==> src/rtl/core/irc_tok_pkg.sv <==
`default_nettype none

package irc_tok_pkg;

    // Argument limit: the argument that brings the count to this value
    // takes the rest of the line.
    localparam int MAX_PARAMS = 15;

    // Wide enough to hold MAX_PARAMS itself.
    localparam int ARG_CNT_W = $clog2(MAX_PARAMS + 1);

    localparam logic [7:0] CH_COLON = 8'h3A;
    localparam logic [7:0] CH_BANG  = 8'h21;
    localparam logic [7:0] CH_SPACE = 8'h20;

    typedef logic [1:0] role_t;

    localparam role_t ROLE_DROP = 2'd0;
    localparam role_t ROLE_NICK = 2'd1;
    localparam role_t ROLE_HOST = 2'd2;
    localparam role_t ROLE_ARG  = 2'd3;

    // Reported counts saturate at this value.
    localparam logic [3:0] REPORT_MAX = 4'd15;

endpackage

`default_nettype wire

==> src/rtl/core/irc_line_tokenizer_unit.sv <==
`default_nettype none

// Byte tokenizer for one protocol line: every accepted beat carries one byte
// and yields exactly one labeled result beat. A leading colon opens the sender
// prefix (nick, then user@host after the first '!'), spaces split arguments,
// and a colon-led argument or the argument that reaches the parameter limit
// takes the rest of the line. Delimiters come out with role "dropped". The
// block sustains one byte per clock while the output is drained: short
// parser logic sits between the input handshake and the output register, so
// a byte's result appears in the cycle after acceptance, and s_ready stays
// high whenever the output register is empty or drained in the same cycle.
// A beat with s_line_end set returns the parser to line start for the next byte.
module irc_line_tokenizer_unit (
    input  wire logic       aclk,
    input  wire logic       aresetn,

    input  wire logic       s_valid,
    output logic            s_ready,
    input  wire logic [7:0] s_data_byte,
    input  wire logic       s_line_end,

    output logic            m_valid,
    input  wire logic       m_ready,
    output logic [7:0]      m_out_byte,
    output logic [1:0]      m_role,
    output logic [3:0]      m_arg_number,
    output logic            m_arg_begin,
    output logic [3:0]      m_args_found,
    output logic            m_line_done
);

    localparam int CNT_W = irc_tok_pkg::ARG_CNT_W;
    // Compare domain wide enough for both the counter and the report limit.
    localparam int CMP_W = (CNT_W > 4) ? CNT_W : 4;

    // Parser modes
    localparam logic [2:0] MODE_START      = 3'd0;
    localparam logic [2:0] MODE_PREFIX     = 3'd1;
    localparam logic [2:0] MODE_GAP        = 3'd2;
    localparam logic [2:0] MODE_WORD       = 3'd3;
    localparam logic [2:0] MODE_TRAIL_OPEN = 3'd4;
    localparam logic [2:0] MODE_REST       = 3'd5;

    // Parser state
    logic [2:0]       mode_reg;
    logic [2:0]       mode_next;
    logic [CNT_W-1:0] cnt_reg;
    logic [CNT_W-1:0] cnt_next;
    logic             split_reg;
    logic             split_next;

    // Result register
    logic             m_valid_reg;
    logic [7:0]       byte_reg;
    irc_tok_pkg::role_t role_reg;
    irc_tok_pkg::role_t role_next;
    logic [3:0]       argnum_reg;
    logic [3:0]       argnum_next;
    logic             begin_reg;
    logic             begin_next;
    logic [3:0]       found_reg;
    logic [3:0]       found_next;
    logic             done_reg;

    logic             accept;
    logic             is_gap;
    logic [CNT_W-1:0] cnt_inc;
    logic [CMP_W-1:0] cnt_wide;
    logic [CMP_W-1:0] cnt_less_wide;

    // Take a new beat whenever the result slot is free or draining now.
    assign s_ready = !m_valid_reg || m_ready;
    assign accept  = s_valid && s_ready;

    // A line without a prefix starts directly in the argument gap.
    assign is_gap = (mode_reg == MODE_GAP) ||
                    ((mode_reg == MODE_START) && (s_data_byte != irc_tok_pkg::CH_COLON));

    assign cnt_inc = cnt_reg + CNT_W'(1);

    // Advance the parser by one byte.
    always_comb begin
        mode_next  = mode_reg;
        cnt_next   = cnt_reg;
        split_next = split_reg;
        role_next  = irc_tok_pkg::ROLE_DROP;
        begin_next = 1'b0;

        if (is_gap) begin
            if (s_data_byte == irc_tok_pkg::CH_SPACE) begin
                mode_next = MODE_GAP;
            end else if (s_data_byte == irc_tok_pkg::CH_COLON) begin
                // Trailing argument counts at once, even if empty.
                cnt_next  = cnt_inc;
                mode_next = MODE_TRAIL_OPEN;
            end else begin
                cnt_next   = cnt_inc;
                role_next  = irc_tok_pkg::ROLE_ARG;
                begin_next = 1'b1;
                mode_next  = (cnt_inc >= CNT_W'(irc_tok_pkg::MAX_PARAMS)) ?
                             MODE_REST : MODE_WORD;
            end
        end else begin
            case (mode_reg)
                MODE_START: begin
                    // Leading colon: drop it and open the sender prefix.
                    mode_next = MODE_PREFIX;
                end
                MODE_PREFIX: begin
                    if (s_data_byte == irc_tok_pkg::CH_SPACE) begin
                        mode_next = MODE_GAP;
                    end else if (s_data_byte == irc_tok_pkg::CH_BANG && !split_reg) begin
                        split_next = 1'b1;
                    end else begin
                        role_next = split_reg ? irc_tok_pkg::ROLE_HOST
                                              : irc_tok_pkg::ROLE_NICK;
                    end
                end
                MODE_WORD: begin
                    if (s_data_byte == irc_tok_pkg::CH_SPACE) begin
                        mode_next = MODE_GAP;
                    end else begin
                        role_next = irc_tok_pkg::ROLE_ARG;
                    end
                end
                MODE_TRAIL_OPEN: begin
                    // Any byte after the opening colon begins the trailing text.
                    role_next  = irc_tok_pkg::ROLE_ARG;
                    begin_next = 1'b1;
                    mode_next  = MODE_REST;
                end
                MODE_REST: begin
                    role_next = irc_tok_pkg::ROLE_ARG;
                end
                default: begin
                    mode_next = MODE_START;
                end
            endcase
        end
    end

    // Report counts, saturated to the 4-bit result fields.
    always_comb begin
        cnt_wide      = CMP_W'(cnt_next);
        cnt_less_wide = cnt_wide - CMP_W'(1);

        if (cnt_wide > CMP_W'(irc_tok_pkg::REPORT_MAX)) begin
            found_next = irc_tok_pkg::REPORT_MAX;
        end else begin
            found_next = cnt_wide[3:0];
        end

        if (cnt_wide == '0) begin
            argnum_next = 4'd0;
        end else if (cnt_less_wide > CMP_W'(irc_tok_pkg::REPORT_MAX)) begin
            argnum_next = irc_tok_pkg::REPORT_MAX;
        end else begin
            argnum_next = cnt_less_wide[3:0];
        end
    end

    // Parser state: update on every accepted beat, clear at line end.
    always_ff @(posedge aclk) begin
        if (!aresetn) begin
            mode_reg  <= MODE_START;
            cnt_reg   <= '0;
            split_reg <= 1'b0;
        end else if (accept) begin
            if (s_line_end) begin
                mode_reg  <= MODE_START;
                cnt_reg   <= '0;
                split_reg <= 1'b0;
            end else begin
                mode_reg  <= mode_next;
                cnt_reg   <= cnt_next;
                split_reg <= split_next;
            end
        end
    end

    // Output valid: set on accept, drop once the beat is taken.
    always_ff @(posedge aclk) begin
        if (!aresetn) begin
            m_valid_reg <= 1'b0;
        end else if (accept) begin
            m_valid_reg <= 1'b1;
        end else if (m_ready) begin
            m_valid_reg <= 1'b0;
        end
    end

    // Output payload: load only on accept, hold otherwise.
    always_ff @(posedge aclk) begin
        if (accept) begin
            byte_reg   <= s_data_byte;
            role_reg   <= role_next;
            argnum_reg <= argnum_next;
            begin_reg  <= begin_next;
            found_reg  <= found_next;
            done_reg   <= s_line_end;
        end
    end

    assign m_valid      = m_valid_reg;
    assign m_out_byte   = byte_reg;
    assign m_role       = role_reg;
    assign m_arg_number = argnum_reg;
    assign m_arg_begin  = begin_reg;
    assign m_args_found = found_reg;
    assign m_line_done  = done_reg;

    // An argument start is always an argument byte of a counted argument.
    a_begin_is_arg: assert property (@(posedge aclk) disable iff (!aresetn)
        m_valid_reg && begin_reg |-> (role_reg == irc_tok_pkg::ROLE_ARG) && (found_reg != 4'd0))
        else $error("arg_begin on a byte that is not a counted argument byte");

    // Current argument index never runs ahead of the count.
    a_argnum_bound: assert property (@(posedge aclk) disable iff (!aresetn)
        m_valid_reg |-> (argnum_reg <= found_reg) &&
                        ((found_reg != 4'd0) || (argnum_reg == 4'd0)))
        else $error("arg_number inconsistent with args_found");

    // Line end returns the parser to line start.
    a_line_reset: assert property (@(posedge aclk) disable iff (!aresetn)
        accept && s_line_end |=> (mode_reg == MODE_START) && (cnt_reg == '0) && !split_reg)
        else $error("parser state not cleared after line end");

    // Counter stops at the parameter limit.
    a_cnt_limit: assert property (@(posedge aclk) disable iff (!aresetn)
        cnt_reg <= CNT_W'(irc_tok_pkg::MAX_PARAMS))
        else $error("argument counter beyond parameter limit");

    // Counter holds without an accepted beat; it moves only on one, by one step or a clear at line end.
    a_cnt_step: assert property (@(posedge aclk) disable iff (!aresetn)
        !accept |=> $stable(cnt_reg))
        else $error("argument counter moved without an accepted beat");

endmodule

`default_nettype wire
==> config.mk <==
export PLATFORM = sky130hd
export DESIGN_NAME = irc_line_tokenizer_unit
export DESIGN_NICKNAME = d
export VERILOG_FILES = /design/src/rtl/core/irc_tok_pkg.sv /design/src/rtl/core/irc_line_tokenizer_unit.sv
export SDC_FILE = /design/constraint.sdc
export NUM_CORES = 1
export LEC_CHECK = 0
export BUFFER_PORTS_ARGS = -buffer_cell sky130_fd_sc_hd__buf_2
export CAP_MARGIN = 30
export CORE_UTILIZATION = 35
export CTS_BUF_LIST = sky130_fd_sc_hd__clkbuf_16
export CTS_CLUSTER_DIAMETER = 120
export DETAILED_ROUTE_END_ITERATION = 8
export PLACE_DENSITY = 0.57
export SYNTH_ARGS = -nofsm -noshare
export SYNTH_HDL_FRONTEND = slang
export SYNTH_SLANG_ARGS = --single-unit
export TNS_END_PERCENT = 50
==> constraint.sdc <==
create_clock -name aclk -period 2.6 [get_ports aclk]
set_input_delay 0.13 -clock aclk [delete_from_list [all_inputs] [get_ports aclk]]
set_output_delay 0.13 -clock aclk [all_outputs]
set_load 0.02 [all_outputs]
Word-level counts from Yosys, hierarchy flattened

Cells that the tools add are included.

Output and inout bits: 22
Logic and storage cells: 74
Bits of input ports: 13
Register bits: 29

Eq/ne operators: 13
Reduce and logical (&&, ||, !) cells: 16
Mux-type cells: 30
Magnitude comparators: 3
Add/sub/neg operators: 2

Operator list:

| kind                | count |
|---|---|
| $eq 8x6->1 const B  | 3 |
| $mux 3              | 6 |
| $mux 4              | 4 |
| $mux 2              | 7 |
| $pmux 3 s4          | 1 |
| $mux 1              | 11 |
| $gt 4x4->1 const B  | 2 |
| $ne 8x6->1 const B  | 1 |
| $eq 3x2->1 const B  | 2 |
| $eq 3x3->1 const B  | 2 |
| $pmux 2 s3          | 1 |
| $reduce_bool 2->1   | 3 |
| $reduce_and 5->1    | 1 |
| $add 4x1->4 const B | 1 |
| $ge 4x4->1 const B  | 1 |
| $logic_not 4->1     | 1 |
| $ne 2x2->1 const B  | 2 |
| $ne 4x1->1 const B  | 1 |
| $reduce_or 2->1     | 2 |
| $sub 4x1->4 const B | 1 |
| $eq 3x1->1 const B  | 1 |
| $logic_and 1x1->1   | 3 |
| $logic_not 3->1     | 1 |
| $ne 3x3->1 const B  | 1 |
| other kinds (3)     | 5 |

Longest topological paths before layout

Gate-level depths: netlist of the first run.

Word-level depth: 7
Depth in mapped cells: 12

Worst setup path after synthesis of the first run

No wires, ideal clock.

Path type: input port to flip-flop
Start point: input s_data_byte[2]
End point: register argnum_reg[0], in the netlist m_arg_number[0] (data pin)
Arrival time: 2314 ps
Data required time: 2333 ps
Slack: 19 ps
Library setup time: 267 ps
Buffers on the path: 2
Cell stages on the path: 11
Cells stage by stage: or4b_4 buf_6 a211oi_2 nor3_1 clkbuf_1 xnor2_1 ha_1 nor3b_1 a22oi_1 nand3_1 o31ai_1

Cells in the longest elaborated chain, start to end: 7

RTL lines:

| what                 | RTL line                       | RTL |
|---|---|---|
| from (decl)          | irc_line_tokenizer_unit.sv:19  | `input wire logic [7:0] s_data_byte,` |
| $ne 8x6->1           | irc_line_tokenizer_unit.sv:77  | `((mode_reg == MODE_START) && (s_data_byte != irc_tok_pkg::CH_COLON));` |
| $logic_and 1x1->1    | irc_line_tokenizer_unit.sv:77  |  |
| $logic_or 1x1->1     | irc_line_tokenizer_unit.sv:76  | `assign is_gap = (mode_reg == MODE_GAP) \|\|` |
| $mux 4 (*)           | irc_line_tokenizer_unit.sv:89  | `if (is_gap) begin` |
| $sub 4x1->4          | irc_line_tokenizer_unit.sv:145 | `cnt_less_wide = cnt_wide - CMP_W'(1);` |
| $gt 4x4->1           | irc_line_tokenizer_unit.sv:155 | `end else if (cnt_less_wide > CMP_W'(irc_tok_pkg::REPORT_MAX)) begin` |
| $mux 4               | irc_line_tokenizer_unit.sv:155 |  |
| to (signal assigned) | irc_line_tokenizer_unit.sv:197 | `argnum_reg <= argnum_next;` |
| to (decl)            | irc_line_tokenizer_unit.sv:57  | `logic [3:0] argnum_reg;` |

Every way passes the cells marked *; elsewhere a longest branch is shown, timed or not.
A chain may end at the register's enable or synchronous reset.

Worst setup path in the final report of the first run

Start point: register mode_reg[1]
End point: register argnum_reg[0], in the netlist m_arg_number[0] (data pin)

Cells in the longest elaborated chain, start to end: 7

RTL lines:

| what                   | RTL line                       | RTL |
|---|---|---|
| from (decl)            | irc_line_tokenizer_unit.sv:45  | `logic [2:0] mode_reg;` |
| from (signal assigned) | irc_line_tokenizer_unit.sv:174 | `mode_reg <= mode_next;` |
| $logic_not 3->1        | irc_line_tokenizer_unit.sv:77  |  |
| $logic_and 1x1->1      | irc_line_tokenizer_unit.sv:77  |  |
| $logic_or 1x1->1 (*)   | irc_line_tokenizer_unit.sv:76  |  |
| $mux 4 (*)             | irc_line_tokenizer_unit.sv:89  |  |
| $sub 4x1->4            | irc_line_tokenizer_unit.sv:145 |  |
| $gt 4x4->1             | irc_line_tokenizer_unit.sv:155 |  |
| $mux 4                 | irc_line_tokenizer_unit.sv:155 |  |

Marks and branches as above.

==> results of run 1 <==
-- routing by layer --
| layer | part of all wire, % | track usage (%) | wire length [um] |
|---|---|---|---|
| met5 | 0 | 0 | 0 |
| met4 | 0.28 | 9.07 | 10 |
| met3 | 6.5 | 4.36 | 234 |
| met2 | 51 | 27.5 | 1820 |
| met1 | 43 | 19.7 | 1530 |
-- logic make-up after synthesis --
logic type / after synthesis
AND/OR/NAND/NOR: 56
AO/OA/AOI/OAI: 43
flip-flops: 29
buffers and inverters: 23
XOR/XNOR: 4
adder cells (fa/ha/maj): 4
multiplexers: 1
-- layout make-up --
type / instances / area share (%)
Sequential cell: 29 / 38.8
Multi-Input combinational cell: 108 / 36.2
Timing Repair Buffer: 43 / 11.8
Clock buffer: 5 / 6.22
Tap cell: 52 / 3.23
Clock inverter: 3 / 1.87
Inverter: 10 / 1.87
-- path summary, 6_finish.rpt --
| kind | cells past startpoint | slack, ps | to |
|---|---|---|---|
| max | 10 | 270 | m_arg_number[0] |
| min | 1 | 50 | m_out_byte[2] |
| max reg2reg | 10 | 270 | m_arg_number[0] |
| min reg2reg | 2 | 530 | m_valid |
-- per-stage QoR --
stage	TNS, ps	total power (W)	util, %	hold WS (ps)	area (um^2)
final	0	0.00134	46.2	50.3	2010
after global routing	0	0.00139	46.2	43.8	2010
after CTS	0	0.00135	45.9	45.7	2000
after detailed placement	-34.1	0.000711	42.1	325	1830
after global placement	0	0.000709	42.1	321	1830
after floorplan	0	0.000652	-	229	1590
-- power breakdown --
group | switching [W] | total [W] | leakage [nW] | internal, W
registers | 0.00000953 | 0.000536 | 0.262 | 0.000526
clock network | 0.000190 | 0.000633 | 0.0826 | 0.000444
logic | 0.000106 | 0.000170 | 0.462 | 0.0000633
-- critical path: stages (launching register included) --
cell and delay (ps):
sky130_fd_sc_hd__dfxtp_1 300, sky130_fd_sc_hd__nand4b_1 220, sky130_fd_sc_hd__a211oi_2 380, sky130_fd_sc_hd__nor3_4 120, sky130_fd_sc_hd__nor2_1 160, sky130_fd_sc_hd__a21o_1 140
sky130_fd_sc_hd__ha_1 230, sky130_fd_sc_hd__nor3b_2 220, sky130_fd_sc_hd__a22oi_1 120, sky130_fd_sc_hd__nand3_1 110, sky130_fd_sc_hd__o31ai_1 70
-- timing repair --
item | 4_1_cts | 5_1_grt
hold buffers | 0 | 0
cloned | 0 | 0
setup endpoints to repair | 2 | 1
resized for setup | 1 | 2
-- cell usage in the layout (no fill, tap or decap), types with 2 or more instances in the layout --
| cell type | n |
|---|---|
| sky130_fd_sc_hd__a21oi_1 | 9 |
| sky130_fd_sc_hd__ha_1 | 4 |
| sky130_fd_sc_hd__o31ai_1 | 2 |
| sky130_fd_sc_hd__nand4_1 | 3 |
| sky130_fd_sc_hd__a2111oi_0 | 2 |
| sky130_fd_sc_hd__a31oi_1 | 2 |
| sky130_fd_sc_hd__or3_1 | 4 |
| sky130_fd_sc_hd__o211ai_1 | 2 |
| sky130_fd_sc_hd__clkbuf_16 | 5 |
| sky130_fd_sc_hd__and3b_1 | 2 |
| sky130_fd_sc_hd__nand2_1 | 8 |
| sky130_fd_sc_hd__xor2_1 | 2 |
| sky130_fd_sc_hd__a31o_2 | 2 |
| sky130_fd_sc_hd__nor3_1 | 8 |
| sky130_fd_sc_hd__a211oi_1 | 4 |
| sky130_fd_sc_hd__buf_2 | 34 |
| sky130_fd_sc_hd__xnor2_1 | 2 |
| sky130_fd_sc_hd__buf_4 | 9 |
| sky130_fd_sc_hd__o21ai_0 | 10 |
| sky130_fd_sc_hd__nor4_1 | 2 |
| sky130_fd_sc_hd__nand2b_1 | 4 |
| sky130_fd_sc_hd__and3_1 | 3 |
| sky130_fd_sc_hd__nor2_1 | 8 |
| sky130_fd_sc_hd__nand4b_1 | 2 |
| sky130_fd_sc_hd__inv_1 | 11 |
| sky130_fd_sc_hd__nand3_1 | 4 |
| sky130_fd_sc_hd__a22oi_1 | 2 |
| sky130_fd_sc_hd__dfxtp_1 | 9 |
| sky130_fd_sc_hd__edfxtp_1 | 20 |
==> results.md, run 1 <==
* Outcome: complete, no violations
* Total wire length after detailed routing at around 3.6 mm
* Post-synthesis mux area share at less than 1%
* Via total after detailed routing at 1388
* Arrival time worst endpoint at between 2000 and 2500 ps
* Library cell with the largest summed area after synthesis: sky130_fd_sc_hd__edfxtp_1
* Weighted congestion at the end of routability-driven global placement at 0.888
* Final ANT Viol Nets at 0
* Place WS at -32.1 ps
* Number of global-route vias before repair at around 1.4k
* Largest net degree at the start of global routing at 18
* Largest family of logic cells by synthesized area: simple AND/OR/NAND/NOR gates
* Cell with the most instances after synthesis: sky130_fd_sc_hd__edfxtp_1
* N_diodes at 0
* Number of I/O pins at 35
* Min-Delay Startpoint: s_data_byte[2]
* Worst clock skew at 4.35 ps
* Area enclosed by the die boundary at 4810 um^2
* Count of final max-slew check failures at 0
* Number of placement rows at 24
* Fraction of synthesized cell area taken by the top area cell type at 37.8%
* Required arrival time at the worst endpoint at 2610 ps
* Number of post-CTS setup repair buffers at 0
* Top cells by area in the synthesized netlist: sky130_fd_sc_hd__edfxtp_1 (38%), sky130_fd_sc_hd__dfxtp_1 (11%), sky130_fd_sc_hd__ha_1 (3.2%)
* Average cell area after synthesis at 9.92 um^2
* H-tree Lvls at 2
* Violation count after the first detailed-routing iteration at 67
* Number of distinct library cells after synthesis at 45
* Die X at 69.4 um
* Global-route wire length before repair at 6.42 mm
* Source-to-sink clock delay at the later pin of the worst-skew pair at around 270 ps
* Power density over the cells at 665 nW/um^2
* Setup CP Type: flip-flop to flip-flop
* Crit path setup slack, layout at 268 ps
* Final Net Count at 214
* # setup viols final at 0
* Fill cell instance count of the final layout at 390
* Per-cell routed wire length at between 10 and 15 um
* Number of maximum-capacitance violations at 0
* Time the final worst path needs with I/O delays and setup at approximately 2300 ps
* Fraction of final layout cells sized beyond drive strength 1 at 28.8%
* Total half-perimeter wirelength after legalization and detailed placement at ~2.5 mm
* Multi-input gate area in the final layout at 728 um^2
* TritonCTS clock tree: done
* Xor and xnor area share after synthesis at 2.21%
* Yosys warnings at 0
* Synthesized flop and latch total at 29
* Hold crit path type: input port to flip-flop
* Y dimension of the die at 69.4 um
* Initial antenna violation count at 0
* Launch point of the worst reg-to-reg path: mode_reg[1]
* First element of the critical path: mode_reg[1]
* Inst Count DP at 242
* Maximum fanout count along the critical path at 9
* First drt pass iteration count at 4
* Area delta synth->final at 26.7%
* Cell Area, Synth at between 1500 and 2000 um^2
* GRT Resource Usage Total at 16.7%
* Share of the cycle needed by the critical path after routing at 89.7%
* Relative slew slack at 53.6%
* Final-report hold violation count at 0
* Num CTS Buffers at 5
* Post-synth EDFFs at 20
* CTS Sinks at 29
* Area taken by flip-flops and latches at 781 um^2
* Kind of end point of the critical path: flip-flop
* Worst VDD drop at 0.333 mV
* Number of flip-flops under the largest register name at 8
* Number of standard cells in the final layout excluding fillers at 250
* Async SR Flop Fraction at 0%
* IO Port Bufs at 34
* Highest attainable clock frequency at ~430 MHz
* Count of mapped cells out of synthesis at 160
* Register area share after synthesis at 49.2%
* Simple-gate portion of the synthesized area at 20.5%
* RSZ-0062 raised after global routing: no
* Number of design rule violations left after detail routing at 0
* Most numerous cell types in the synthesized netlist: sky130_fd_sc_hd__edfxtp_1 (20), sky130_fd_sc_hd__clkbuf_1 (11), sky130_fd_sc_hd__inv_1 (10), sky130_fd_sc_hd__o21ai_0 (10)
* Core ar. at 4350 um^2
* Synth Net Count at 177
* Post-synthesis share of cell area spent on full adders, half adders and majority gates at 3.15%
* Clk slew on worst S/H paths at approximately 50 ps
* Final global-route overflow total at 0
* Via density per instance at 5.55
* Max Root-Sink Buffers at 2
* Initial standard-cell utilization of the core at a little over a third
* Synth Area in Compound Gates at 18.4%
* Root Driver: sky130_fd_sc_hd__clkbuf_16
* Transition time at the pin with the least slew margin at 679 ps
* Crit start category: flip-flop
* Static power due to leakage at 0.807 nW
* Ys flop type: sky130_fd_sc_hd__edfxtp_1
No activity file was read; power rests on OpenSTA's default activity.
==> run 2, diff against run 1 <==
--- a/config.mk
+++ b/config.mk
@@ -5,7 +5,7 @@
 export SDC_FILE = /design/constraint.sdc
 export NUM_CORES = 1
 export LEC_CHECK = 0
-export BUFFER_PORTS_ARGS = -buffer_cell sky130_fd_sc_hd__buf_2
+export BUFFER_PORTS_ARGS = -buffer_cell sky130_fd_sc_hd__clkbuf_2
 export CAP_MARGIN = 30
 export CORE_UTILIZATION = 35
 export CTS_BUF_LIST = sky130_fd_sc_hd__clkbuf_16
==> run 2 against run 1 <==
  * Non-clock buffer count unchanged
  * Routed wire length decreased by 1.7%
  * Critical endpoint unchanged
  * Fmax decreased by 2.2%
  * Total power decreased by 7.5%
  * Combinational power about the same
  * Sequential share of layout area increased by 0.61 points
  * Sequential cell count unchanged
  * First-iteration DRC count increased by 31%
==> results.md, run 2 (synthesized netlist as in run 1, its figures left out) <==
* Outcome: complete, no violations
* Worst VDD drop at 0.269 mV
* Source-to-sink clock delay at the later pin of the worst-skew pair at 280 ps
* Final Net Count at 214
* Number of flip-flops under the largest register name at 8
* Critical Path, Cell by Cell: nand4b_1 -> a211oi_2 -> nor3_2 -> nor2_1 -> a21o_1 -> ha_1 -> nor3b_2 -> a22oi_1 -> nand3_1 -> o31ai_1
* Worst clock skew at 6.85 ps
* Number of design rule violations left after detail routing at 0
* Clk slew on worst S/H paths at 50 ps
* Crit start category: flip-flop
* Transition time at the pin with the least slew margin at 576 ps
* Hold crit path type: input port to flip-flop
* Launch point of the worst reg-to-reg path: mode_reg[1]
* # setup viols final at 0
* TritonCTS clock tree: done
* Number of I/O pins at 35
* Final-report hold violation count at 0
* Number of placement rows at 24
* Arrival time worst endpoint at 2480 ps
* Weighted congestion at the end of routability-driven global placement at 0.905
* Required arrival time at the worst endpoint at ~2700 ps
* Share of power burned in the clock network at ~43%
* N_diodes at 0
* Initial standard-cell utilization of the core at 36.5%
* Min-Delay Startpoint: s_data_byte[7]
* Number of hold buffers added after cts at 0
* Crit path buf inv count at 0
* Most frequent standard cell in the layout excluding fill and tap cells: sky130_fd_sc_hd__clkbuf_2
* Max incr delay on CP at 460 ps
* Number of global-route vias before repair at ~1.3k
* Max Root-Sink Buffers at 2
* Time the final worst path needs with I/O delays and setup at 2380 ps
* CP max stage cell: sky130_fd_sc_hd__nor3_2
* Largest net degree at the start of global routing at 18
* Initial antenna violation count at 0
* Core Util, Final at between 40% and 50%
* Setup CP Type: flip-flop to flip-flop
* Share of the cycle needed by the critical path after routing at 91.7%
* First drt pass iteration count at 4
* Via total after detailed routing at approximately 1.4k
* Static power due to leakage at 0.799 nW
* Overall Power at 0.00124 W
* Internal power summed over all cells at approximately 0.00093 W
* H-tree Lvls at 2
* Total wire length after detailed routing at 3.54 mm
* RSZ-0062 raised after global routing: no
* Highest attainable clock frequency at 419 MHz
* Combinational share of power at between 10% and 20%
* Fraction of final layout cells sized beyond drive strength 1 at about 29%
* Kind of end point of the critical path: flip-flop
* GRT Resource Usage Total at 16.2%
* Relative slew slack at roughly three fifths
* Count of final max-slew check failures at 0
* Commonest non-fill, non-tap cells in the layout: sky130_fd_sc_hd__clkbuf_2 (34), sky130_fd_sc_hd__edfxtp_1 (20), sky130_fd_sc_hd__inv_1 (10), sky130_fd_sc_hd__o21ai_0 (10)
* Maximum fanout count along the critical path at 9
* Root Driver: sky130_fd_sc_hd__clkbuf_16
* Core ar. at 4350 um^2
* Final global-route overflow total at 0
* Final ANT Viol Nets at 0
* Fraction of power spent switching nets at 24.7%
* Number of maximum-capacitance violations at 0
* CTS Sinks at 29
* Power density over the cells at 625 nW/um^2
* First element of the critical path: mode_reg[1]
* Register share of total power at 43.4%
* Violation count after the first detailed-routing iteration at 88
* Global-route wire length before repair at 6.09 mm
* Number of post-CTS setup repair buffers at 0
* Per-cell routed wire length at roughly 14 um
* Switching power total at roughly 0.00031 W
* Total half-perimeter wirelength after legalization and detailed placement at between 2 and 2.5 mm
* Y dimension of the die at between 60 and 70 um
* Num CTS Buffers at 5
* IO Port Bufs at 34
* Via density per instance at approximately 5.6
* Top Family by Delay on Critical Path: simple AND/OR/NAND/NOR gates
* Die X at 69.4 um
* Area delta synth->final at 24.7%
* Area enclosed by the die boundary at about 4800 um^2
-- run 2: per-stage QoR --
step / std cells / setup TNS (ps) / setup slack, ps / instance area, um^2 / hold slack [ps]
floorplan: 160 / 0 / 18.7 / 1590 / 229
CTS: 250 / 0 / 219 / 1980 / 45.4
global placement: 242 / 0 / 118 / 1830 / 323
detailed placement: 242 / -116 / -99.8 / 1830 / 326
global route: 250 / 0 / 8.85 / 1980 / 50.5
finish: 250 / 0 / 216 / 1980 / 49.3
-- run 2: final timing paths --
path                      to  slack [ps]  cells after the start
min            m_out_byte[7]          50                      1
max reg2reg  m_arg_number[0]         220                     10
max          m_arg_number[0]         220                     10
min reg2reg        split_reg         540                      2
-- run 2: timing repair --
item,4_1_cts,5_1_grt
endpoints found under the setup margin,2,1
resized for setup,1,1
hold endpoints to repair,0,0
-- run 2: routing by layer --
layer	up-vias	GRT usage (%)	share of wire (%)
li1	686	-	-
met1	648	18.7	46
met2	45	26.2	45
met3	9	4.80	5.3
met4	0	10.2	2.7
met5	-	0	0
-- run 2: area by class of cell --
type | count | area (um^2)
multi-input cells | 108 | 722
repair buffers | 43 | 238
clock inverters | 3 | 12.5
flip-flops and latches | 29 | 781
inverters | 10 | 37.5
fillers | 407 | 2370
clock buffers | 5 | 125
well taps | 52 | 65.1
-- run 2: power by group through the flow --
stage               clock network (W)  logic [W]  registers (W)
finish                       0.000534   0.000168       0.000537
global route                 0.000571   0.000184       0.000539
CTS                          0.000548   0.000167       0.000537
detailed placement                  0   0.000166       0.000546
global placement                    0   0.000164       0.000545
floorplan                           0  0.0000795       0.000572
-- run 2: worst register-to-register path, delay by kind of cell, from the launching register on --
kind,cells,cell delay [ps]
flops,1,320
fa+ha+maj,1,230
compound gates,4,620
simple gates,5,1040
==> run 3, diff against run 2 <==
--- a/config.mk
+++ b/config.mk
@@ -5,6 +5,7 @@
 export SDC_FILE = /design/constraint.sdc
 export NUM_CORES = 1
 export LEC_CHECK = 0
+export ABC_AREA = 1
 export BUFFER_PORTS_ARGS = -buffer_cell sky130_fd_sc_hd__clkbuf_2
 export CAP_MARGIN = 30
 export CORE_UTILIZATION = 35
==> run 3 against run 2 <==
  * Sequential cell count unchanged
  * Critical path type unchanged
  * Total power increased by 1.5%
  * Register-to-register slack improved by 670 ps
  * Largest cell class unchanged
  * Critical endpoint is now m_arg_number[3]
  * Critical path depth increased by 1
==> results.md, run 3 <==
* Outcome: complete, no violations
* Synth Area in Compound Gates at 7.27%
* Final ANT Viol Nets at 0
* Time the final worst path needs with I/O delays and setup at 1710 ps
* Number of post-CTS setup repair buffers at 0
* Die X at 68.9 um
* Initial standard-cell utilization of the core at 37.8%
* Library cell with the largest summed area after synthesis: sky130_fd_sc_hd__edfxtp_1
* Post-synth EDFFs at 20
* Number of distinct library cells after synthesis at 22
* Source-to-sink clock delay at the later pin of the worst-skew pair at 270 ps
* Number of I/O pins at 35
* Post-synthesis mux area share at 0%
* Static power due to leakage at 0.856 nW
* Clk slew on worst S/H paths at around 50 ps
* Simple-gate portion of the synthesized area at 32.0%
* Number of flip-flops under the largest register name at 8
* Relative slew slack at 45.8%
* CP max stage cell: sky130_fd_sc_hd__dfxtp_1
* Worst clock skew at 3.37 ps
* Register area share after synthesis at 49.8%
* # setup viols final at 0
* Yosys warnings at 0
* Fraction of final layout cells sized beyond drive strength 1 at 33.9%
* Largest family of logic cells by synthesized area: simple AND/OR/NAND/NOR gates
* Per-cell routed wire length at 10.9 um
* Count of final max-slew check failures at 0
* Core Util, Final at 46.6%
* N_diodes at 0
* Total half-perimeter wirelength after legalization and detailed placement at 2.28 mm
* Most frequent standard cell in the layout excluding fill and tap cells: sky130_fd_sc_hd__nand2_1
* Fraction of synthesized cell area taken by the top area cell type at 38.3%
* Final Net Count at 237
* Top cells by area in the synthesized netlist: sky130_fd_sc_hd__edfxtp_1 (38%), sky130_fd_sc_hd__dfxtp_1 (12%), sky130_fd_sc_hd__nand2_1 (9.8%)
* Highest attainable clock frequency at 585 MHz
* Async SR Flop Fraction at 0%
* Worst VDD drop at about 0.26 mV
* GRT Resource Usage Total at approximately 15%
* Total wire length after detailed routing at between 2 and 3 mm
* Average cell area after synthesis at 8.70 um^2
* Ys flop type: sky130_fd_sc_hd__edfxtp_1
* Violation count after the first detailed-routing iteration at just over 50
* Synthesized flop and latch total at 29
* H-tree Lvls at 2
* Number of placement rows at 23
* Initial antenna violation count at 0
* Number of maximum-capacitance violations at 0
* Cell Area, Synth at 1570 um^2
* Arrival time worst endpoint at 1730 ps
* Max Root-Sink Buffers at 2
* Number of global-route vias before repair at 1145
* Commonest non-fill, non-tap cells in the layout: sky130_fd_sc_hd__nand2_1 (41), sky130_fd_sc_hd__clkbuf_2 (34), sky130_fd_sc_hd__inv_1 (20), sky130_fd_sc_hd__edfxtp_1 (20)
* Count of mapped cells out of synthesis at 180
* Synth Net Count at ~200
* First drt pass iteration count at 4
* Final global-route overflow total at 0
* Most used cell, CP: sky130_fd_sc_hd__nand2_2
* Share of the cycle needed by the critical path after routing at 65.8%
* Area delta synth->final at 23.3%
* Fin area at approximately 1900 um^2
* Y dimension of the die at 68.9 um
* Power density over the cells at 651 nW/um^2
* Max incr delay on CP at 350 ps
* Kind of end point of the critical path: flip-flop
* Fin Setup TNS at 0 ps
* RSZ-0062 raised after global routing: no
* Maximum fanout count along the critical path at 5
* Overall Power at 0.00126 W
* Hold crit path type: input port to flip-flop
* Most numerous cell types in the synthesized netlist: sky130_fd_sc_hd__nand2_1 (41), sky130_fd_sc_hd__edfxtp_1 (20), sky130_fd_sc_hd__inv_1 (20)
* Final-report hold violation count at 0
* Fill cell instance count of the final layout at approximately 430
* Post-synthesis share of cell area spent on full adders, half adders and majority gates at 3.19%
* TritonCTS clock tree: done
* Via density per instance at 4.64
* Area enclosed by the die boundary at 4750 um^2
* Setup CP Type: flip-flop to flip-flop
* Global-route wire length before repair at 4.91 mm
* Via total after detailed routing at 1258
* Critical Path, Cell by Cell: inv_2 -> nand2_1 -> nor2_1 -> nand2_2 -> nand2_2 -> nor2_2 -> nor2_4 -> ha_1 -> nand2_2 -> nor2_2 -> a21oi_1
* Cell with the most instances after synthesis: sky130_fd_sc_hd__nand2_1
* DP Area at approximately 1800 um^2
* Register-to-register setup slack at 890 ps
* Crit start category: flip-flop
* Post-CTS Resized at 0
* CTS Sinks at 29
* Weighted congestion at the end of routability-driven global placement at 0.817
* Xor and xnor area share after synthesis at 1.12%
* Largest net degree at the start of global routing at 22
* IO Port Bufs at 34
* Number of design rule violations left after detail routing at 0
* Core ar. at between 4000 and 5000 um^2
* Num CTS Buffers at 5
* Number of hold buffers added after cts at 0
* Transition time at the pin with the least slew margin at 812 ps
* Required arrival time at the worst endpoint at 2620 ps
* Root Driver: sky130_fd_sc_hd__clkbuf_16
## run 3: cells by family after synthesis
family,count (synthesis)
buffers and inverters,27
AND/OR/NAND/NOR,97
XOR/XNOR,2
flip-flops,29
adder cells (fa/ha/maj),4
AO/OA/AOI/OAI,21
## run 3: area by class of cell
type / count / area [um^2] / share of cell area [%]
sequential: 29 / 781 / 40.4
multi-input combinational: 124 / 683 / 35.4
tap: 50 / 62.6 / 3.24
timing repair buffer: 34 / 170 / 8.81
clock inverter: 3 / 12.5 / 0.648
inverter: 26 / 97.6 / 5.05
clock buffer: 5 / 125 / 6.48
## run 3: path summary, 6_finish.rpt
kind                     endpoint           start  depth (start not counted)
setup reg to reg  m_arg_number[3]     mode_reg[1]                         11
hold reg to reg        cnt_reg[3]      cnt_reg[3]                          2
setup / recovery  m_arg_number[3]     mode_reg[1]                         11
hold / removal      m_out_byte[6]  s_data_byte[6]                          1
## run 3: critical path, delay by kind of cell (launching register included)
family / cells / cell delay, ps
AND/OR/NAND/NOR: 8 / 770
flip-flops: 1 / 350
adder cells (fa/ha/maj): 1 / 180
buffers and inverters: 1 / 110
AO/OA/AOI/OAI: 1 / 60
## run 3: metrics by stage
| stage | cells | hold slack [ps] | setup WS [ps] |
|---|---|---|---|
| 2_1_floorplan | 180 | 229 | 927 |
| 3_3_place_gp | 263 | 346 | 897 |
| 3_5_place_dp | 263 | 346 | 896 |
| 4_1_cts | 271 | 68.6 | 880 |
| 5_1_grt | 271 | 67.1 | 670 |
| 6_report | 271 | 73.0 | 889 |
## run 3: power by group
| group | switching [W] | internal, W |
|---|---|---|
| logic | 0.000128 | 0.0000601 |
| clock network | 0.000183 | 0.000344 |
| registers | 0.0000113 | 0.000531 |
## run 3: per-layer routing
metal  GRT usage [%]  wire (um)  part of all wire [%]
met3            4.93        202                   6.8
met2            22.8       1310                    44
met1            18.0       1390                    47
met4            6.89         57                   1.9
met5               0          0                     0
